<file path="config.mk">
export PLATFORM = sky130hd
export DESIGN_NAME = ptcr_ctrl
export DESIGN_NICKNAME = d
export VERILOG_FILES = /design/src/rtl/assert_macros.svh /design/src/rtl/ptcr_pkg.sv /design/src/rtl/ptcr_ctrl.sv
export SDC_FILE = /design/constraint.sdc
export NUM_CORES = 1
export LEC_CHECK = 0
export ABC_AREA = 0
export BUFFER_PORTS_ARGS = -buffer_cell sky130_fd_sc_hd__buf_2
export CORE_AREA = 2 2 39 41
export CTS_CLUSTER_SIZE = 30
export DETAILED_ROUTE_END_ITERATION = 10
export DIE_AREA = 0 0 41 43
export PLACE_DENSITY = 0.7
export SLEW_MARGIN = 20
export SYNTH_ARGS = -nofsm -noshare
export SYNTH_HDL_FRONTEND = slang
export SYNTH_SLANG_ARGS = --single-unit
</file>
<file path="constraint.sdc">
create_clock -name clk -period 4.35 [get_ports clk]
set_clock_uncertainty 0.2 [all_clocks]
set_input_delay 0.2175 -clock clk [delete_from_list [all_inputs] [get_ports clk]]
set_output_delay 0.2175 -clock clk [all_outputs]
set_load 0.005 [all_outputs]
</file>
<file path="src/rtl/assert_macros.svh">
// Assertion macros used by the RTL top level.
`ifndef ASSERT_MACROS_SVH
`define ASSERT_MACROS_SVH

// Checks a property on every rising clk edge outside reset.
`define ASSERT_CLK(lbl, prop, msg) \
	lbl: assert property (@(posedge clk) disable iff (!arst_n) (prop)) else $error(msg);

// Checks that a condition implies a consequence on every rising clk edge outside reset.
`define ASSERT_IMPL(lbl, ante, cons, msg) \
	lbl: assert property (@(posedge clk) disable iff (!arst_n) (ante) |-> (cons)) \
		else $error(msg);

// Checks that a condition implies a consequence on the next rising clk edge outside reset.
`define ASSERT_NEXT(lbl, ante, cons, msg) \
	lbl: assert property (@(posedge clk) disable iff (!arst_n) (ante) |=> (cons)) \
		else $error(msg);

`endif

</file>
<file path="src/rtl/ptcr_pkg.sv">
// Shared types and constants of the page translation block.
package ptcr_pkg;

	localparam logic [2:0] ST_LOADED   = 3'd0;
	localparam logic [2:0] ST_HIT      = 3'd1;
	localparam logic [2:0] ST_FAULT    = 3'd2;
	localparam logic [2:0] ST_SEGV     = 3'd3;
	localparam logic [2:0] ST_NOVICTIM = 3'd4;
	localparam logic [2:0] ST_RANGE    = 3'd5;

	localparam logic REG_PAGE_OFFSET_BITS = 1'b0;
	localparam logic REG_VIRT_ADDR_BITS   = 1'b1;

	localparam logic [3:0] OFFSET_BITS_RESET = 4'd8;
	localparam logic [4:0] VADDR_BITS_RESET  = 5'd16;

	typedef struct packed {
		logic       cap;
		logic       clr_wr;
		logic       load_wr;
		logic       rd_pg;
		logic       rd_hand;
		logic       wr_use;
		logic       hand_init;
		logic       step;
		logic       wr_new;
		logic       set_res;
		logic [2:0] res_status;
		logic       out_load;
	} dp_cmd_t;

	typedef struct packed {
		logic clr_done;
		logic is_translate;
		logic load_ok;
		logic in_range;
		logic ent_valid;
		logic ent_perm;
		logic ent_use;
		logic sweep_last;
	} dp_stat_t;

endpackage

</file>
<file path="src/rtl/ptcr_ctrl.sv">
// Controller state machine that sequences loads, lookups and clock sweeps.
module ptcr_ctrl (
	input  logic                clk,
	input  logic                arst_n,
	input  logic                in_valid,
	output logic                in_ready,
	output logic                out_valid,
	input  logic                out_ready,
	input  ptcr_pkg::dp_stat_t  stat,
	output ptcr_pkg::dp_cmd_t   cmd
);

	localparam logic [2:0] S_CLEAR  = 3'd0;
	localparam logic [2:0] S_IDLE   = 3'd1;
	localparam logic [2:0] S_EXEC   = 3'd2;
	localparam logic [2:0] S_TR_CHK = 3'd3;
	localparam logic [2:0] S_F_RD   = 3'd4;
	localparam logic [2:0] S_F_CHK  = 3'd5;
	localparam logic [2:0] S_F_WR   = 3'd6;
	localparam logic [2:0] S_FIN    = 3'd7;

	logic [2:0] state_q;
	logic [2:0] state_d;
	logic       out_valid_q;

	assign in_ready  = state_q == S_IDLE;
	assign out_valid = out_valid_q;

	always_comb begin
		cmd     = '0;
		state_d = state_q;
		case (state_q)
			S_CLEAR: begin
				cmd.clr_wr = 1'b1;
				if (stat.clr_done) begin
					state_d = S_IDLE;
				end
			end
			S_IDLE: begin
				if (in_valid) begin
					cmd.cap = 1'b1;
					state_d = S_EXEC;
				end
			end
			S_EXEC: begin
				if (!stat.is_translate) begin
					cmd.set_res = 1'b1;
					if (stat.load_ok) begin
						cmd.load_wr    = 1'b1;
						cmd.res_status = ptcr_pkg::ST_LOADED;
					end else begin
						cmd.res_status = ptcr_pkg::ST_RANGE;
					end
					state_d = S_FIN;
				end else if (!stat.in_range) begin
					cmd.set_res    = 1'b1;
					cmd.res_status = ptcr_pkg::ST_RANGE;
					state_d        = S_FIN;
				end else begin
					cmd.rd_pg = 1'b1;
					state_d   = S_TR_CHK;
				end
			end
			S_TR_CHK: begin
				if (stat.ent_valid) begin
					cmd.wr_use     = 1'b1;
					cmd.set_res    = 1'b1;
					cmd.res_status = ptcr_pkg::ST_HIT;
					state_d        = S_FIN;
				end else if (stat.ent_perm) begin
					cmd.hand_init = 1'b1;
					state_d       = S_F_RD;
				end else begin
					cmd.set_res    = 1'b1;
					cmd.res_status = ptcr_pkg::ST_SEGV;
					state_d        = S_FIN;
				end
			end
			S_F_RD: begin
				cmd.rd_hand = 1'b1;
				state_d     = S_F_CHK;
			end
			S_F_CHK: begin
				cmd.step = 1'b1;
				if (stat.ent_valid && !stat.ent_use) begin
					state_d = S_F_WR;
				end else if (stat.sweep_last) begin
					cmd.set_res    = 1'b1;
					cmd.res_status = ptcr_pkg::ST_NOVICTIM;
					state_d        = S_FIN;
				end else begin
					state_d = S_F_RD;
				end
			end
			S_F_WR: begin
				cmd.wr_new     = 1'b1;
				cmd.set_res    = 1'b1;
				cmd.res_status = ptcr_pkg::ST_FAULT;
				state_d        = S_FIN;
			end
			S_FIN: begin
				if (!out_valid_q || out_ready) begin
					cmd.out_load = 1'b1;
					state_d      = S_IDLE;
				end
			end
			default: begin
				state_d = S_IDLE;
			end
		endcase
	end

	always_ff @(posedge clk or negedge arst_n) begin
		if (!arst_n) begin
			state_q     <= S_CLEAR;
			out_valid_q <= 1'b0;
		end else begin
			state_q <= state_d;
			if (cmd.out_load) begin
				out_valid_q <= 1'b1;
			end else if (out_ready) begin
				out_valid_q <= 1'b0;
			end
		end
	end

endmodule

</file>
# Yosys cells after proc, flatten, opt, wreduce, memory -nomap -nowiden
# Index checks and enable logic that the tools add are counted.
dict set report totals {
  regBits 4
  in_bits 12
  output_inout_bits 16
  wordCells 56
}
dict set report op_classes {
  eq_ne 10
  muxes 37
  n_reduce_logical 7
}
# cell n
set op_table {}
lappend op_table {{$mux W3} 8}
lappend op_table {{$mux W4} 6}
lappend op_table {{$pmux W3 S8} 1}
lappend op_table {{$mux W1} 17}
lappend op_table {{$pmux W4 S4} 1}
lappend op_table {{$eq A3 B3 Y1 const B} 4}
lappend op_table {{$mux W2} 4}
lappend op_table {{$eq A3 B2 Y1 const B} 2}
lappend op_table {{$ne A2 B2 Y1 const B} 3}
lappend op_table {{$eq A3 B1 Y1 const B} 1}
lappend op_table {{$logic_not A3 Y1} 1}
lappend op_table {{$reduce_and A3 Y1} 1}
lappend op_table {{$logic_not A1 Y1} 2}
lappend op_table {{$reduce_bool A2 Y1} 1}
lappend op_table {{$logic_and A1 B1 Y1} 1}
lappend op_table {{$logic_or A1 B1 Y1} 1}

# Longest topological paths before layout
# Gate-level depths: netlist (run 1).
dict set report logic_depth {
  depth_word 5
  mapped_depth 5
  depth_no_buf 4
}

# Least setup slack after synthesis (run 1)
# Ideal clock, no wire load.
dict set report synth_path {
  path_type {reg2out}
  from {register state_q[1]}
  to {output port cmd[1] in the netlist's numbering}
  arrival_time_ps 1153
  required_time_ps 3933
  setup_slack_ps 2779
  stages_incl_launch_ff 6
  n_path_buf 1
  cell_sequence {dfrtp_1 > buf_6 > or3b_1 > nand2b_4 > nand2b_4 > o21ai_2}
}
# element line_no
set synth_lines {}
lappend synth_lines {{start: declaration} ptcr_ctrl.sv:22} ;# logic [2:0] state_q;
lappend synth_lines {{start signal: assignment} ptcr_ctrl.sv:118} ;# state_q <= state_d;
lappend synth_lines {{end: declaration} ptcr_ctrl.sv:10} ;# output ptcr_pkg::dp_cmd_t cmd

==> results.toml, run 1 <==
[run_status]
status = "completed"

[yosys]
syn-num-nets = 64
yosysWarnings = 0
syn_area_per_cell_sq_um = 7.56
synth_cell_type_count = 26
synth_most_common_cell = "nor2_1"
synth_edf_count = 0
syn_area_sq_um = 393
synth_ff_type = "dfrtp_1"
synthCells = 52
ys_ff_latch = 4
yosysSeqAreaShare = 0.255
synth_commonest_cells = "7 x nor2_1, 4 x dfrtp_1, 4 x inv_1"
synth_top_area_share = 0.255
async_flop_share = 1.00
synthTopCellsByArea = "dfrtp_1 25%, nand2b_4 7.0%, nor2_1 6.7%, nor3b_1 5.7%, nand2b_1 4.8%"
yosysTopAreaCell = "dfrtp_1"

[worst_setup_path]
reg2reg_to = "state_q[2]"
worst_setup_path_start_kind = "flip-flop"
slowest_delay_ns = 0.50
worst_ep_arrival_time_ns = 1.67
worstSetupPathType = "flip-flop to output port"
r2r-start = "state_q[0]"
path_cells = "or3b_1, nand2b_4, nand2b_4, o21ai_2, buf_2"
reg2regPathDepth = 3
crit_path_max_fanout = 13
crit_top_cell = "nand2b_4"
cp.required_ns = 3.93
rrSetupSlack_ns = 2.85
cp_slowest_cell = "dfrtp_1"
endpoint_kind = "output port"

[route]
vias = 466
ant_nets = 0
drcViolationCount = 0
wl_met1_microns = 426
drt_iter0_markers = 11
drt_wl_total_mm = 1.01
viasPerCell = 4.85
wl_met2_microns = 507
first_pass_iters = 4
dr_wl_met3_microns = 79
top_layer = "met3"
wire_per_inst_microns = 10.5

[clocking]
clk_path_buf_depth = 2
h-tree-depth = 1
path_clk_slew_ns = 0.03
numCtsBuffers = 3
cts_sinks = 4
cts_setup_buffers = 0
cts_resized = 0
cts_tree = "built"
clock_latency_ns = 0.23
hold_buffers = 1
cts_root_buf = "clkbuf_4"

[place]
port_buffers = 27
gp_congestion = 0.744
post-place-cells = 92
post-dp-hpwl_microns = 801

[power_and_ir_drop]
p_seq_frac = 0.308
p_clk_frac = 0.144
peakVddDrop_v = 0.000270
p_sw_frac = 0.434
p_sw_w = 0.000137
power.total_w = 0.000315
leakagePower_nw = 0.322
internal-power_w = 0.000178
power-per-cell-area_mw_per_mm2 = 563
combPwrFrac = 0.547

[hold_path]
hold-path-cell-count = 3
min_path_type = "input port to flip-flop"
holdPathEnd = "state_q[0]"
min_from = "stat[7]"

[floorplanning]
num_io_pins = 28
start_util = 0.284
die_x_microns = 41
num_rows = 14
dieArea_sq_mm = 0.00176
core_area_sq_mm = 0.00138
die_h_microns = 43

[run]
maxCapViolations = 0

[sta]
setup_viol = 0
rsz0062_at_grt = "false"
fin_crit_sh = 0.480
fmax_mhz = 478
fin_setup_tns_ns = 0
min_period_ns = 2.09
relSlewSlack = 0.735
tightest_slew_ns = 0.397
hold_ws_ns = 0.0238
hold_viol_final = 0
final_max_slew_viol_count = 0

[global_routing]
grt_overflow = 0
grt_pass1_wl_mm = 1.57
track_usage = 0.127
antenna_found_initial = 0
grt_pass1_vias = 403
grt_max_degree = 17

[layout]
area_delta_synth_final_pct = 42.4
drive_gt1_frac = 0.438
fin_cells = 96
nNetsFinal = 94
diodes = 0
n_fill_cell = 148
fin_util = 0.404
-- logic make-up (layout without fill, tap and decap cells) --
family,Yosys count,count (layout),synth area share
mux,1,1,0.0255
flops,4,4,0.255
buf+inv,7,35,0.0923
compound gates,11,11,0.178
simple gates,29,29,0.449
-- state kept, by name (all words and copies together) (netlist names) --
| name | flops |
|---|---|
| state_q | 3 |
| out_valid | 1 |
-- area by class of cell --
class | instances | area, sq um | area share
flip-flops and latches | 4 | 100 | 0.179
well taps | 16 | 20.0 | 0.0358
repair buffers | 28 | 145 | 0.260
clock buffers | 3 | 22.5 | 0.0403
multi-input cells | 41 | 256 | 0.459
inverters | 4 | 15.0 | 0.0268
-- worst max path at each step --
stage / start / to / slack, ns
2_1_floorplan: state_q[1] / cmd[1] / 2.78
5_1_grt: state_q[0] / cmd[1] / 2.15
3_5_place_dp: state_q[0] / cmd[1] / 2.50
4_1_cts: state_q[0] / cmd[1] / 2.25
3_3_place_gp: state_q[0] / cmd[1] / 2.55
6_report: state_q[0] / cmd[1] / 2.26
-- metal layers --
layer	GRT usage	vias to the layer above
li1	-	236
met1	0.166	210
met2	0.184	20
met3	0.0366	0
met4	0.0600	0
met5	0	-
-- power groups by stage --
stage / combinational [W] / sequential, W / clock [W]
floorplan: 0.000146 / 0.0000671 / 0
global placement: 0.000173 / 0.0000935 / 0
detailed placement: 0.000174 / 0.0000954 / 0
CTS: 0.000176 / 0.0000955 / 0.0000475
global route: 0.000197 / 0.000103 / 0.0000477
finish: 0.000172 / 0.0000972 / 0.0000455
-- metrics by stage --
stage	worst slack [ns]	area [sq um]
floorplan	2.78	393
global placement	2.55	527
detailed placement	2.50	527
CTS	2.25	559
global route	2.15	559
finish	2.26	559
-- critical path, delay by kind of cell, from the launching register on --
kind	cells	cell delay, ns
flops	1	0.50
compound gates	1	0.05
buf+inv	1	0.12
simple gates	3	0.77
-- cell usage in the layout (no fill, tap or decap) --
cell,n
clkbuf_4,3
o31ai_1,1
inv_1,4
dfrtp_1,4
nand3b_1,1
nor2b_1,2
mux2i_1,1
nand2_2,1
a32oi_1,1
dlygate4sd3_1,1
nand2b_1,3
a21oi_1,2
and2_1,1
o21ai_0,3
or2_2,1
a31oi_1,2
o211ai_1,1
nor2_1,7
nand2_1,2
buf_2,27
nand2b_4,2
nor3b_1,3
nor3_1,2
or3b_1,1
and3_1,1
nand3_1,2
o21ai_2,1
No activity file was read; power rests on OpenSTA's default activity.
==> run 2: changes to the inputs <==
--- a/config.mk
+++ b/config.mk
@@ -5,13 +5,13 @@
 export SDC_FILE = /design/constraint.sdc
 export NUM_CORES = 1
 export LEC_CHECK = 0
-export ABC_AREA = 0
+export ABC_AREA = 1
 export BUFFER_PORTS_ARGS = -buffer_cell sky130_fd_sc_hd__buf_2
 export CORE_AREA = 2 2 39 41
 export CTS_CLUSTER_SIZE = 30
 export DETAILED_ROUTE_END_ITERATION = 10
 export DIE_AREA = 0 0 41 43
-export PLACE_DENSITY = 0.7
+export PLACE_DENSITY = 0.71
 export SLEW_MARGIN = 20
 export SYNTH_ARGS = -nofsm -noshare
 export SYNTH_HDL_FRONTEND = slang
==> constraint.sdc (replaced) <==
create_clock -name clk -period 2.11 [get_ports clk]
set_clock_uncertainty 0.2 [all_clocks]
set_input_delay 0.1055 -clock clk [delete_from_list [all_inputs] [get_ports clk]]
set_output_delay 0.1055 -clock clk [all_outputs]
set_load 0.005 [all_outputs]
==> results.toml, run 2 <==
[yosys]
ys_ff_latch = 4
async_flop_share = 1.00
syn_area_sq_um = 407
yosysTopAreaCell = "dfrtp_1"
synthCells = 77
synth_commonest_cells = "22 x nand2_1, 16 x inv_1, 15 x nor2_1, 8 x nand3_1, 4 x dfrtp_1"
syn_area_per_cell_sq_um = 5.28
synth_ff_type = "dfrtp_1"
yosysWarnings = 0
synth_edf_count = 0
synth_top_area_share = 0.246
synth_cell_type_count = 14
synthTopCellsByArea = "dfrtp_1 25%, nand2_1 20%, inv_1 15%, nor2_1 14%, nand3_1 9.8%"
syn-num-nets = 89
yosysSeqAreaShare = 0.246
synth_most_common_cell = "nand2_1"

[route]
vias = 531
viasPerCell = 4.25
first_pass_iters = 4
drcViolationCount = 0
ant_nets = 0
drt_wl_total_mm = 1.10
wire_per_inst_microns = 8.80
drt_iter0_markers = 9

[sta]
final_max_slew_viol_count = 0
tightest_slew_ns = 0.243
fin_setup_tns_ns = 0
setup_viol = 0
rsz0062_at_grt = "false"
fin_crit_sh = 0.814
hold_ws_ns = 0.00101
fmax_mhz = 583
hold_viol_final = 0
min_period_ns = 1.72
relSlewSlack = 0.838

[clocking]
clk_path_buf_depth = 2
cts_tree = "built"
numCtsBuffers = 3
cts_setup_buffers = 0
cts_resized = 0
h-tree-depth = 1
path_clk_slew_ns = 0.04
hold_buffers = 2
clock_latency_ns = 0.23
cts_root_buf = "clkbuf_4"
cts_sinks = 4

[floorplanning]
num_rows = 14
dieArea_sq_mm = 0.00176
die_x_microns = 41
num_io_pins = 28
die_h_microns = 43
start_util = 0.294
core_area_sq_mm = 0.00138

[layout]
nNetsFinal = 123
drive_gt1_frac = 0.330
layout_commonest_cell = "buf_2"
diodes = 0
largest_reg_flops = 3
final_cell_mix = "27 x buf_2, 22 x nand2_1, 16 x inv_1"
area_delta_synth_final_pct = 48.6
regMostFlops = "state_q"

[worst_setup_path]
worst_ep_arrival_time_ns = 1.41
rrSetupSlack_ns = 0.67
worstSetupPathType = "flip-flop to output port"
worst_setup_path_start_kind = "flip-flop"
endpoint_kind = "output port"
cp.required_ns = 1.80
crit_path_max_fanout = 6

[run_status]
status = "completed"

[place]
post-dp-hpwl_microns = 910
gp_congestion = 0.808
port_buffers = 27

[global_routing]
grt-busiest-layer = "met2"
grtUsageMet1 = 0.163
grt_max_degree = 8
grt_overflow = 0
grt_pass1_wl_mm = 1.73
track_usage = 0.143
met3_usage = 0.0157
antenna_found_initial = 0
use_met2 = 0.241
grt_pass1_vias = 478

[run]
maxCapViolations = 0

[power_and_ir_drop]
peakVddDrop_v = 0.000522
internal-power_w = 0.000385
p_sw_w = 0.000372
power-per-cell-area_mw_per_mm2 = 1250
p_clk_frac = 0.124
p_seq_frac = 0.230
combPwrFrac = 0.646
leakagePower_nw = 0.449
p_sw_frac = 0.491

[hold_path]
min_path_type = "input port to async pin"
[run 2: power by group through the flow]
stage          logic (W)  clock network, W  registers (W)
6_report        0.000489         0.0000939       0.000174
5_1_grt         0.000574          0.000101       0.000180
4_1_cts         0.000493         0.0000971       0.000173
3_5_place_dp    0.000489                 0       0.000175
3_3_place_gp    0.000480                 0       0.000169
2_1_floorplan   0.000324                 0       0.000167
[run 2: metrics by stage]
step	setup WS (ns)	util	power (W)	std cells	instance area (sq um)
after floorplan	0.805	-	0.000492	77	407
after global placement	0.711	0.406	0.000649	120	562
after detailed placement	0.662	0.406	0.000664	120	562
after CTS	0.409	0.437	0.000763	125	604
after global routing	0.255	0.437	0.000856	125	604
final	0.393	0.437	0.000757	125	604
[run 2: final timing paths]
path | start | to | cells past startpoint
setup / recovery | state_q[2] | cmd[3] | 6
hold / removal | arst_n | state_q[0] | 2
setup reg to reg | state_q[2] | state_q[0] | 8
hold reg to reg | out_valid | out_valid | 2
max in group asynchronous | arst_n | out_valid | 2
min in group clk | stat[4] | state_q[2] | 4
[run 2: cell families (layout without fill, tap and decap cells)]
group / Yosys count / count (layout) / share of synthesized area
simple gates: 48 / 48 / 0.492
flops: 4 / 4 / 0.246
buf+inv: 20 / 52 / 0.185
compound gates: 5 / 5 / 0.0769
[run 2: worst max-delay path: stages (launching register included)]
cell,delay [ns]
dfrtp_1,0.42
inv_2,0.11
nand3_1,0.16
a21oi_1,0.22
nand2_1,0.10
nand2_1,0.07
buf_2,0.10
[run 2: layer usage]
metal	routed length, microns	up-vias	part of all wire
li1	-	292	-
met1	457	231	0.42
met2	612	8	0.56
met3	30	0	0.027
met4	0	0	0
met5	0	-	0
[run 2: area by class of cell]
| type | count | area [sq um] |
|---|---|---|
| multi-input cells | 53 | 231 |
| flip-flops and latches | 4 | 100 |
| fillers | 148 | 779 |
| inverters | 20 | 75.1 |
| clock buffers | 3 | 22.5 |
| well taps | 16 | 20.0 |
| repair buffers | 29 | 155 |
